==> src/hw/rtl/spa_pkg.sv <==
// Shared types and codes of the slot pool allocator.
package spa_pkg;

    // Width of the slot number field carried by a result transaction.
    localparam int unsigned SLOT_NUM_W = 4;

    // Command codes.
    localparam logic CMD_ALLOC   = 1'b0;
    localparam logic CMD_RELEASE = 1'b1;

    // Payload of a command transaction.
    typedef struct packed {
        logic                  command;
        logic [SLOT_NUM_W-1:0] release_slot;
    } t_cmd;

    // Payload of a result transaction.
    typedef struct packed {
        logic                  granted;
        logic [SLOT_NUM_W-1:0] slot_number;
        logic                  reused_oldest;
    } t_res;

endpackage

==> src/hw/rtl/spa_cmd_if.sv <==
// Valid/ready channel that carries command transactions.
interface spa_cmd_if import spa_pkg::*; ();
    logic valid;
    logic ready;
    t_cmd data;

    modport source (output valid, output data, input ready);
    modport sink (input valid, input data, output ready);
endinterface

==> src/hw/rtl/spa_res_if.sv <==
// Valid/ready channel that carries result transactions.
interface spa_res_if import spa_pkg::*; ();
    logic valid;
    logic ready;
    t_res data;

    modport source (output valid, output data, input ready);
    modport sink (input valid, input data, output ready);
endinterface

==> src/hw/rtl/slot_pool_allocator_oldest_reuse.sv <==
// Slot pool allocator: a small sequencer walks the active marks and a circular order queue held
// in RAM, one entry per step. An allocate checks the marks from slot 0 upwards until it finds
// the lowest free slot, or, when every slot is active, reuses the oldest one (the queue head
// simply advances). A release of an active slot reads and compares the queue entries up to and
// including its position, moves each later entry up one place and then finishes; a release of
// a free or out-of-range slot goes straight to the finish. The single RAM read port has
// registered read data, so each queue read is issued in its own state before its data is used.
// The result waits in an output register, so the block accepts the next command while it is
// not yet taken; a finished result whose register is still occupied waits for as long as the
// receiver stalls. No clearing pass is needed after reset.
module slot_pool_allocator_oldest_reuse import spa_pkg::*; #(
    parameter int unsigned POOL_SLOTS = 16
) (
    input  logic       i_clk,
    input  logic       i_rst_n,
    spa_cmd_if.sink    i_cmd,
    spa_res_if.source  o_res
);

    localparam int unsigned SW = (POOL_SLOTS > 1) ? $clog2(POOL_SLOTS) : 1;
    localparam int unsigned CW = $clog2(POOL_SLOTS + 1);

    // Sequencer states.
    localparam logic [3:0] S_IDLE     = 4'd0;
    localparam logic [3:0] S_FREE     = 4'd1;
    localparam logic [3:0] S_OLD_RD   = 4'd2;
    localparam logic [3:0] S_OLD_DONE = 4'd3;
    localparam logic [3:0] S_SCAN_RD  = 4'd4;
    localparam logic [3:0] S_SCAN_CMP = 4'd5;
    localparam logic [3:0] S_SH_RD    = 4'd6;
    localparam logic [3:0] S_SH_WR    = 4'd7;
    localparam logic [3:0] S_DONE     = 4'd8;

    logic [3:0]            r_state, n_state;
    logic [POOL_SLOTS-1:0] r_marks, n_marks;
    logic [SW-1:0]         r_head, n_head;
    logic [CW-1:0]         r_count, n_count;
    logic [CW-1:0]         r_k, n_k;
    logic [SW-1:0]         r_rel, n_rel;
    t_res                  r_pend, n_pend;
    logic                  r_out_valid, n_out_valid;
    t_res                  r_out, n_out;

    logic                  ram_wr_en;
    logic [SW-1:0]         ram_wr_addr;
    logic [SW-1:0]         ram_wr_data;
    logic [SW-1:0]         ram_rd_addr;
    logic [SW-1:0]         ram_rd_data;

    logic [SW+3:0]         rel_ext;
    logic [SW-1:0]         k_slot;
    logic [CW:0]           k_next;

    // Adds two positions below the pool size and wraps the sum around the circular queue.
    function automatic logic [SW-1:0] wrap_add(input logic [SW-1:0] a, input logic [SW-1:0] b);
        logic [SW:0] s;
        s = (SW+1)'(a) + (SW+1)'(b);
        if (s >= (SW+1)'(POOL_SLOTS)) begin
            s = s - (SW+1)'(POOL_SLOTS);
        end
        return s[SW-1:0];
    endfunction

    // Low bits of a slot number as carried by a result transaction.
    function automatic logic [SLOT_NUM_W-1:0] slot_field(input logic [SW-1:0] slot);
        logic [SW+SLOT_NUM_W-1:0] ext;
        ext = (SW+SLOT_NUM_W)'(slot);
        return ext[SLOT_NUM_W-1:0];
    endfunction

    // Order queue storage.
    spa_ram #(
        .WIDTH (SW),
        .DEPTH (POOL_SLOTS)
    ) u_queue_ram (
        .i_clk     (i_clk),
        .i_wr_en   (ram_wr_en),
        .i_wr_addr (ram_wr_addr),
        .i_wr_data (ram_wr_data),
        .i_rd_addr (ram_rd_addr),
        .o_rd_data (ram_rd_data)
    );

    assign rel_ext = (SW+4)'(i_cmd.data.release_slot);
    assign k_slot  = r_k[SW-1:0];
    assign k_next  = (CW+1)'(r_k) + (CW+1)'(1);

    assign i_cmd.ready = (r_state == S_IDLE);
    assign o_res.valid = r_out_valid;
    assign o_res.data  = r_out;

    // Sequencer and queue bookkeeping.
    always_comb begin
        n_state     = r_state;
        n_marks     = r_marks;
        n_head      = r_head;
        n_count     = r_count;
        n_k         = r_k;
        n_rel       = r_rel;
        n_pend      = r_pend;
        n_out       = r_out;
        n_out_valid = r_out_valid;
        ram_wr_en   = 1'b0;
        ram_wr_addr = wrap_add(r_head, SW'(r_count));
        ram_wr_data = k_slot;
        ram_rd_addr = r_head;

        // The output register empties when its transaction completes.
        if (r_out_valid && o_res.ready) begin
            n_out_valid = 1'b0;
        end

        unique case (r_state)
            S_IDLE: begin
                if (i_cmd.valid) begin
                    n_k = '0;
                    if (i_cmd.data.command == CMD_RELEASE) begin
                        n_pend.granted       = 1'b0;
                        n_pend.slot_number   = i_cmd.data.release_slot;
                        n_pend.reused_oldest = 1'b0;
                        n_rel                = rel_ext[SW-1:0];
                        if (rel_ext >= (SW+4)'(POOL_SLOTS)) begin
                            n_state = S_DONE;
                        end else if (!r_marks[rel_ext[SW-1:0]]) begin
                            n_state = S_DONE;
                        end else begin
                            n_marks[rel_ext[SW-1:0]] = 1'b0;
                            n_state                  = S_SCAN_RD;
                        end
                    end else if (r_count == CW'(POOL_SLOTS)) begin
                        n_state = S_OLD_RD;
                    end else begin
                        n_state = S_FREE;
                    end
                end
            end
            S_FREE: begin
                // Look for the lowest free slot, one mark per cycle.
                if (!r_marks[k_slot]) begin
                    n_marks[k_slot]      = 1'b1;
                    ram_wr_en            = 1'b1;
                    n_count              = r_count + CW'(1);
                    n_pend.granted       = 1'b1;
                    n_pend.slot_number   = slot_field(k_slot);
                    n_pend.reused_oldest = 1'b0;
                    n_state              = S_DONE;
                end else begin
                    n_k = k_next[CW-1:0];
                end
            end
            S_OLD_RD: begin
                ram_rd_addr = r_head;
                n_state     = S_OLD_DONE;
            end
            S_OLD_DONE: begin
                // With the queue full, moving the head to the tail is a pointer step.
                n_head               = wrap_add(r_head, SW'(1));
                n_pend.granted       = 1'b1;
                n_pend.slot_number   = slot_field(ram_rd_data);
                n_pend.reused_oldest = 1'b1;
                n_state              = S_DONE;
            end
            S_SCAN_RD: begin
                ram_rd_addr = wrap_add(r_head, k_slot);
                n_state     = S_SCAN_CMP;
            end
            S_SCAN_CMP: begin
                if (ram_rd_data == r_rel) begin
                    n_state = S_SH_RD;
                end else if (k_next >= (CW+1)'(r_count)) begin
                    n_state = S_DONE;
                end else begin
                    n_k     = k_next[CW-1:0];
                    n_state = S_SCAN_RD;
                end
            end
            S_SH_RD: begin
                // Close the gap: each later entry moves up one place.
                if (k_next >= (CW+1)'(r_count)) begin
                    n_count = r_count - CW'(1);
                    n_state = S_DONE;
                end else begin
                    ram_rd_addr = wrap_add(r_head, k_next[SW-1:0]);
                    n_state     = S_SH_WR;
                end
            end
            S_SH_WR: begin
                ram_wr_en   = 1'b1;
                ram_wr_addr = wrap_add(r_head, k_slot);
                ram_wr_data = ram_rd_data;
                n_k         = k_next[CW-1:0];
                n_state     = S_SH_RD;
            end
            S_DONE: begin
                if (!r_out_valid || o_res.ready) begin
                    n_out       = r_pend;
                    n_out_valid = 1'b1;
                    n_state     = S_IDLE;
                end
            end
            default: begin
                n_state = S_IDLE;
            end
        endcase
    end

    // Control state with reset.
    always_ff @(posedge i_clk) begin
        if (!i_rst_n) begin
            r_state     <= S_IDLE;
            r_marks     <= '0;
            r_head      <= '0;
            r_count     <= '0;
            r_out_valid <= 1'b0;
        end else begin
            r_state     <= n_state;
            r_marks     <= n_marks;
            r_head      <= n_head;
            r_count     <= n_count;
            r_out_valid <= n_out_valid;
        end
    end

    // Working and payload registers.
    always_ff @(posedge i_clk) begin
        r_k    <= n_k;
        r_rel  <= n_rel;
        r_pend <= n_pend;
        r_out  <= n_out;
    end

endmodule

==> src/hw/rtl/spa_ram.sv <==
// Generic simple dual-port RAM with one write port and a registered read port.
module spa_ram #(
    parameter int unsigned WIDTH = 8,
    parameter int unsigned DEPTH = 16
) (
    input  logic                                  i_clk,
    input  logic                                  i_wr_en,
    input  logic [(DEPTH > 1 ? $clog2(DEPTH) : 1)-1:0] i_wr_addr,
    input  logic [WIDTH-1:0]                      i_wr_data,
    input  logic [(DEPTH > 1 ? $clog2(DEPTH) : 1)-1:0] i_rd_addr,
    output logic [WIDTH-1:0]                      o_rd_data
);

    logic [WIDTH-1:0] r_mem [DEPTH];
    logic [WIDTH-1:0] r_rd_data;

    // Write port and registered read port.
    always_ff @(posedge i_clk) begin
        if (i_wr_en) begin
            r_mem[i_wr_addr] <= i_wr_data;
        end
        r_rd_data <= r_mem[i_rd_addr];
    end

    assign o_rd_data = r_rd_data;

endmodule
==> src/flat_wrapper.sv <==
// flat-port wrapper written by rule: the top's interface ports become plain ports
module slot_pool_allocator_oldest_reuse_flat import spa_pkg::*;
#(
    parameter int unsigned POOL_SLOTS = 16
)
  (i_clk, i_rst_n, i_cmd_valid, i_cmd_data, i_cmd_ready, o_res_valid, o_res_data, o_res_ready);
  spa_cmd_if i_cmd_i ();
  spa_res_if o_res_i ();
  input  logic i_clk;
  input  logic i_rst_n;
  input wire logic [$bits(i_cmd_i.valid)-1:0] i_cmd_valid;
  input wire logic [$bits(i_cmd_i.data)-1:0] i_cmd_data;
  output wire logic [$bits(i_cmd_i.ready)-1:0] i_cmd_ready;
  output wire logic [$bits(o_res_i.valid)-1:0] o_res_valid;
  output wire logic [$bits(o_res_i.data)-1:0] o_res_data;
  input wire logic [$bits(o_res_i.ready)-1:0] o_res_ready;
  assign i_cmd_i.valid = i_cmd_valid;
  assign i_cmd_i.data = i_cmd_data;
  assign i_cmd_ready = i_cmd_i.ready;
  assign o_res_valid = o_res_i.valid;
  assign o_res_data = o_res_i.data;
  assign o_res_i.ready = o_res_ready;
  slot_pool_allocator_oldest_reuse #(.POOL_SLOTS(POOL_SLOTS)) u_core (.i_clk(i_clk), .i_rst_n(i_rst_n), .i_cmd(i_cmd_i), .o_res(o_res_i));
endmodule
==> config.mk <==
export PLATFORM = sky130hd
export DESIGN_NAME = slot_pool_allocator_oldest_reuse_flat
export DESIGN_NICKNAME = d
export VERILOG_FILES = /design/src/hw/rtl/spa_pkg.sv /design/src/hw/rtl/spa_cmd_if.sv /design/src/hw/rtl/spa_res_if.sv /design/src/hw/rtl/slot_pool_allocator_oldest_reuse.sv /design/src/hw/rtl/spa_ram.sv /design/src/flat_wrapper.sv
export SDC_FILE = /design/constraint.sdc
export NUM_CORES = 1
export LEC_CHECK = 0
export BUFFER_PORTS_ARGS = -buffer_cell sky130_fd_sc_hd__buf_2
export CAP_MARGIN = 20
export CORE_MARGIN = 8
export CORE_UTILIZATION = 33
export DETAILED_ROUTE_END_ITERATION = 6
export PLACE_DENSITY = 0.48
export SYNTH_ARGS = -nofsm -noshare
export SYNTH_HDL_FRONTEND = slang
export SYNTH_HIERARCHICAL = 1
export SYNTH_SLANG_ARGS = --single-unit
==> constraint.sdc <==
create_clock -name i_clk -period 5.15 [get_ports i_clk]
set_input_delay 1.03 -clock i_clk [delete_from_list [all_inputs] [get_ports i_clk]]
set_output_delay 1.03 -clock i_clk [all_outputs]
set_load 0.01 [all_outputs]
==> summary.md <==
| Metric | Value |
|---|---|
| Crit end category | `flip-flop` |
| Die span in x | `153 um` |
| Register-to-Register Path Depth | `13` |
| Number of remaining DRC errors | `0` |
| Final hold vios | `0` |
| Clock-pin slew reported for the worst setup and hold paths after clock tree synthesis | `0.06 ns` |
| Highest ir drop seen on vdd | `191 uV` |
| Number of input and output port buffers inserted | `16` |
| Share of synthesized registers carrying an async set or reset | `0%` |
| Inst Count DP | `739` |
| Number of antenna violations at the first check in global routing | `0` |
| Synthesized flop and latch total | `119` |
| Ys flop type | `edfxtp_1` |
| Most frequent standard cell in the layout excluding fill and tap cells | `edfxtp_1` |
| Total Die Area | `23,400 um^2` |
| Register-to-register setup slack | `0.92 ns` |
| Finish-stage setup viols | `0` |
| Half-perimeter wire length after placement | `10,300 um` |
| Largest net degree at the start of global routing | `23` |
| Total power after layout | `2.50 mW` |
| Fin crit period | `4.23 ns` |
| Power per cell area | `353 nW/um^2` |
| Setup slack at placement | `0.898 ns` |
| Wirelength, routed | `14,600 um` |
| DR vias/cell | `5.32` |
| Clock tree from TritonCTS | `done` |
| Cells on Worst Hold Path | `0` |
| CP required | `5.45 ns` |
| Type of the setup path with the least slack | `reg -> reg` |
| Fraction of final layout cells sized beyond drive strength 1 | `16.7%` |
| First element of the critical path | `u_core/r_k[0]$_SDFFCE_PN0P_` |
| Max cap viols | `0` |
| Weighted congestion at the end of routability-driven global placement | `0.867` |
| Unrepaired setup endpoints after global routing | `no` |
| Result of the run | `finished clean` |
| Worst Max-Slew Pin Slew | `0.786 ns` |
| Number of vias in the routed layout | `4,105` |
| Post-DR wirelength/cell | `18.9 um` |
| Power share of the combinational group | `8.7%` |
| Leak Pwr | `2.49 nW` |
| Slew Limit Fails | `0` |
| Net switching share of the total power | `28.0%` |
| I/O pin count | `17` |
| Storage element area | `3230 um^2` |
| Post-detailed-route count of antenna-violating nets | `0` |
| Row cnt | `50` |
| Count of different cell masters after synthesis | `63` |
| Internal Pwr Total | `1.80 mW` |
| Final core utilization | `38.1%` |
| Crit start category | `flip-flop` |
| Fraction of power consumed by the clock network | `47.5%` |
| Antenna cell count | `0` |
| Smallest setup slack after layout | `0.920 ns` |
| Hold Crit Class | `reg -> reg` |
| Highest clock rate | `236 MHz` |
| Source of the worst hold timing path | `u_core/r_pend[4]$_DFFE_PP_` |
| Commonest cells after routing, fill and taps aside | `edfxtp_1 (85), nor2_1 (41), dfxtp_1 (34)` |
| Count of flip-flops with a built-in enable after synthesis | `85` |
| Clk_lat worst skew | `0.43 ns` |
| Startpoint of the lowest-slack register-to-register path | `u_core/r_k[0]$_SDFFCE_PN0P_` |
| Number of levels the H-tree was split into | `4` |
| Number of global-route vias before repair | `4,176` |
| Resize count post-CTS | `0` |
| Root Buffer | `clkbuf_16` |
| Cell Area, Synth | `6200 um^2` |
| Net load switching power | `0.699 mW` |
| Synthesized netlist net count | `545` |
| Post-synthesis to final-layout area growth | `14.1%` |
| Number of post-CTS setup repair buffers | `0` |
| Effective utilization at floorplan | `33.3%` |
| Area of the placeable core | `18,600 um^2` |
| Tot GR Track Use | `13.0%` |
| Period utilization | `82.1%` |
| Number of clock sinks | `119` |
| Arrival time reported for the critical path endpoint | `4.53 ns` |
| Drt pass-1 iters | `5` |
| Proportion of synthesized chip area in sequential cells | `52.2%` |
| TritonCTS Buffers | `17` |
| Total gr overflow | `0` |
| Total area of multi-input combinational cells | `2730 um^2` |
| Y dimension of the die | `153 um` |
| Post-Synthesis Mean Instance Area | `12.1 um^2` |
| Post-synthesis cell count | `510` |
| Hold endpoint | `u_core/o_res.data[4]$_DFFE_PP_` |
| Maximum count of clock buffers along a single path | `2` |
| First-pass GRT wire length | `23,800 um` |
| Post-layout nets | `560` |
| Sequential share of power | `43.8%` |
| YS warnings | `6` |
| Hold_buf cts | `0` |
| Worst slew margin relative to its limit | `46.9%` |
| Clk_skew | `0.0159 ns` |
| Reg2Reg Capture Point | `u_core/u_queue_ram/o_rd_data[0]$_DFF_P_` |
| First-iteration detailed-routing DRC count | `278` |
| Total of fill cells in the finished design | `1,739` |
| Setup tns final | `0 ns` |
| Critical Path Fanout Max | `16` |
| Count of placed standard cells in the final layout, fillers left out | `772` |
==> kinds of logic (layout without fill, tap and decap cells) <==
logic type / after synthesis / count (layout) / share of synthesized area [%]
AO/OA/AOI/OAI: 91 / 91 / 9.71
XOR/XNOR: 21 / 21 / 2.97
adder cells (fa/ha/maj): 26 / 26 / 5.74
buffers and inverters: 50 / 78 / 3.86
flip-flops: 119 / 119 / 52.2
multiplexers: 45 / 45 / 12.0
AND/OR/NAND/NOR: 158 / 158 / 13.5
==> flip-flops by register name, summed over array words and instances, names as in the netlist <==
| signal | count |
|---|---|
| u_core/u_queue_ram/r_mem | 64 |
| u_core/r_rel | 4 |
| u_core/r_state | 4 |
| u_core/o_res.valid | 1 |
| u_core/o_res.data | 6 |
| u_core/r_marks | 16 |
| u_core/r_head | 4 |
| u_core/u_queue_ram/o_rd_data | 4 |
| u_core/r_count | 5 |
| u_core/r_k | 5 |
| u_core/r_pend | 6 |
==> per-stage QoR <==
step                      hold slack (ns)  cell area (um^2)
after floorplan                     0.400              6200
after global placement              0.402              6460
after detailed placement            0.405              6460
after CTS                           0.420              7070
after global routing                0.423              7070
final                               0.417              7070
==> final cells by class <==
type,instances,share of cell area (%)
Sequential cell,119,45.7
Multi-Input combinational cell,341,38.6
Clock buffer,17,6.02
Tap cell,234,4.14
Clock inverter,15,2.49
Timing Repair Buffer,23,1.84
Inverter,23,1.22
==> layer usage <==
layer  part of all wire [%]  vias up  wire length [um]  track usage [%]
met2                     46      110              6720             19.9
met5                      0        -                 0                0
met1                     48     2008              6960             17.4
met4                    2.0        0               299             5.51
li1                       -     1967                 -                -
met3                    4.4       20               644             3.13
==> worst max-delay path by stage <==
stage                                              end  slack [ns]
2_1_floorplan  u_core/u_queue_ram/o_rd_data[1]$_DFF_P_        1.41
3_3_place_gp   u_core/u_queue_ram/o_rd_data[1]$_DFF_P_        1.09
3_5_place_dp   u_core/u_queue_ram/o_rd_data[0]$_DFF_P_        0.90
4_1_cts        u_core/u_queue_ram/o_rd_data[0]$_DFF_P_        0.88
5_1_grt        u_core/u_queue_ram/o_rd_data[1]$_DFF_P_        0.53
6_report       u_core/u_queue_ram/o_rd_data[0]$_DFF_P_        0.92
==> worst max-delay path, stage by stage (launching register included) <==
cell and delay (ns):
edfxtp_1 0.68, ha_1 0.43, xor2_1 0.31, ha_1 0.30, o21a_1 0.17, o21ai_0 0.12, o21ai_0 0.08, buf_4 0.20
or2_2 0.31, o22ai_1 0.13, a22o_1 0.65, mux4_1 0.40, a22oi_1 0.21, nand3_1 0.10
==> synthesized netlist by cell type (3+ instances only) <==
cell	count	share of area (%)
nand3b_1	4	0.48
a21o_1	4	0.48
o21a_1	3	0.36
a22oi_1	10	1.2
dfxtp_1	34	11
xnor2_1	9	1.3
a31oi_1	11	1.1
buf_6	3	0.55
nor3_1	23	1.9
and2_1	5	0.50
inv_1	23	1.4
mux2_2	13	2.4
buf_2	7	0.57
o22ai_1	4	0.40
ha_1	22	4.4
o21ai_1	5	0.40
mux4_2	4	1.5
mux2i_1	14	2.3
nand2b_1	9	0.91
nand3_1	17	1.4
nor2b_1	5	0.50
xor2_1	12	1.7
mux4_1	14	5.9
clkbuf_1	12	0.73
o21ai_0	8	0.65
o311ai_0	4	0.57
nor2_1	41	2.5
a21oi_1	25	2.0
buf_1	3	0.18
nand2_1	29	1.8
fa_1	4	1.3
edfxtp_1	85	41
nor4_1	4	0.40
==> power by group through the flow <==
stage | clock (mW) | combinational, mW | sequential (mW)
after floorplan | 0 | 0.161 | 1.10
after global placement | 0 | 0.216 | 1.11
after detailed placement | 0 | 0.219 | 1.11
after CTS | 1.21 | 0.219 | 1.09
after global routing | 1.25 | 0.245 | 1.10
final | 1.18 | 0.218 | 1.09
Note: power is estimated with default switching activity, not from simulation.
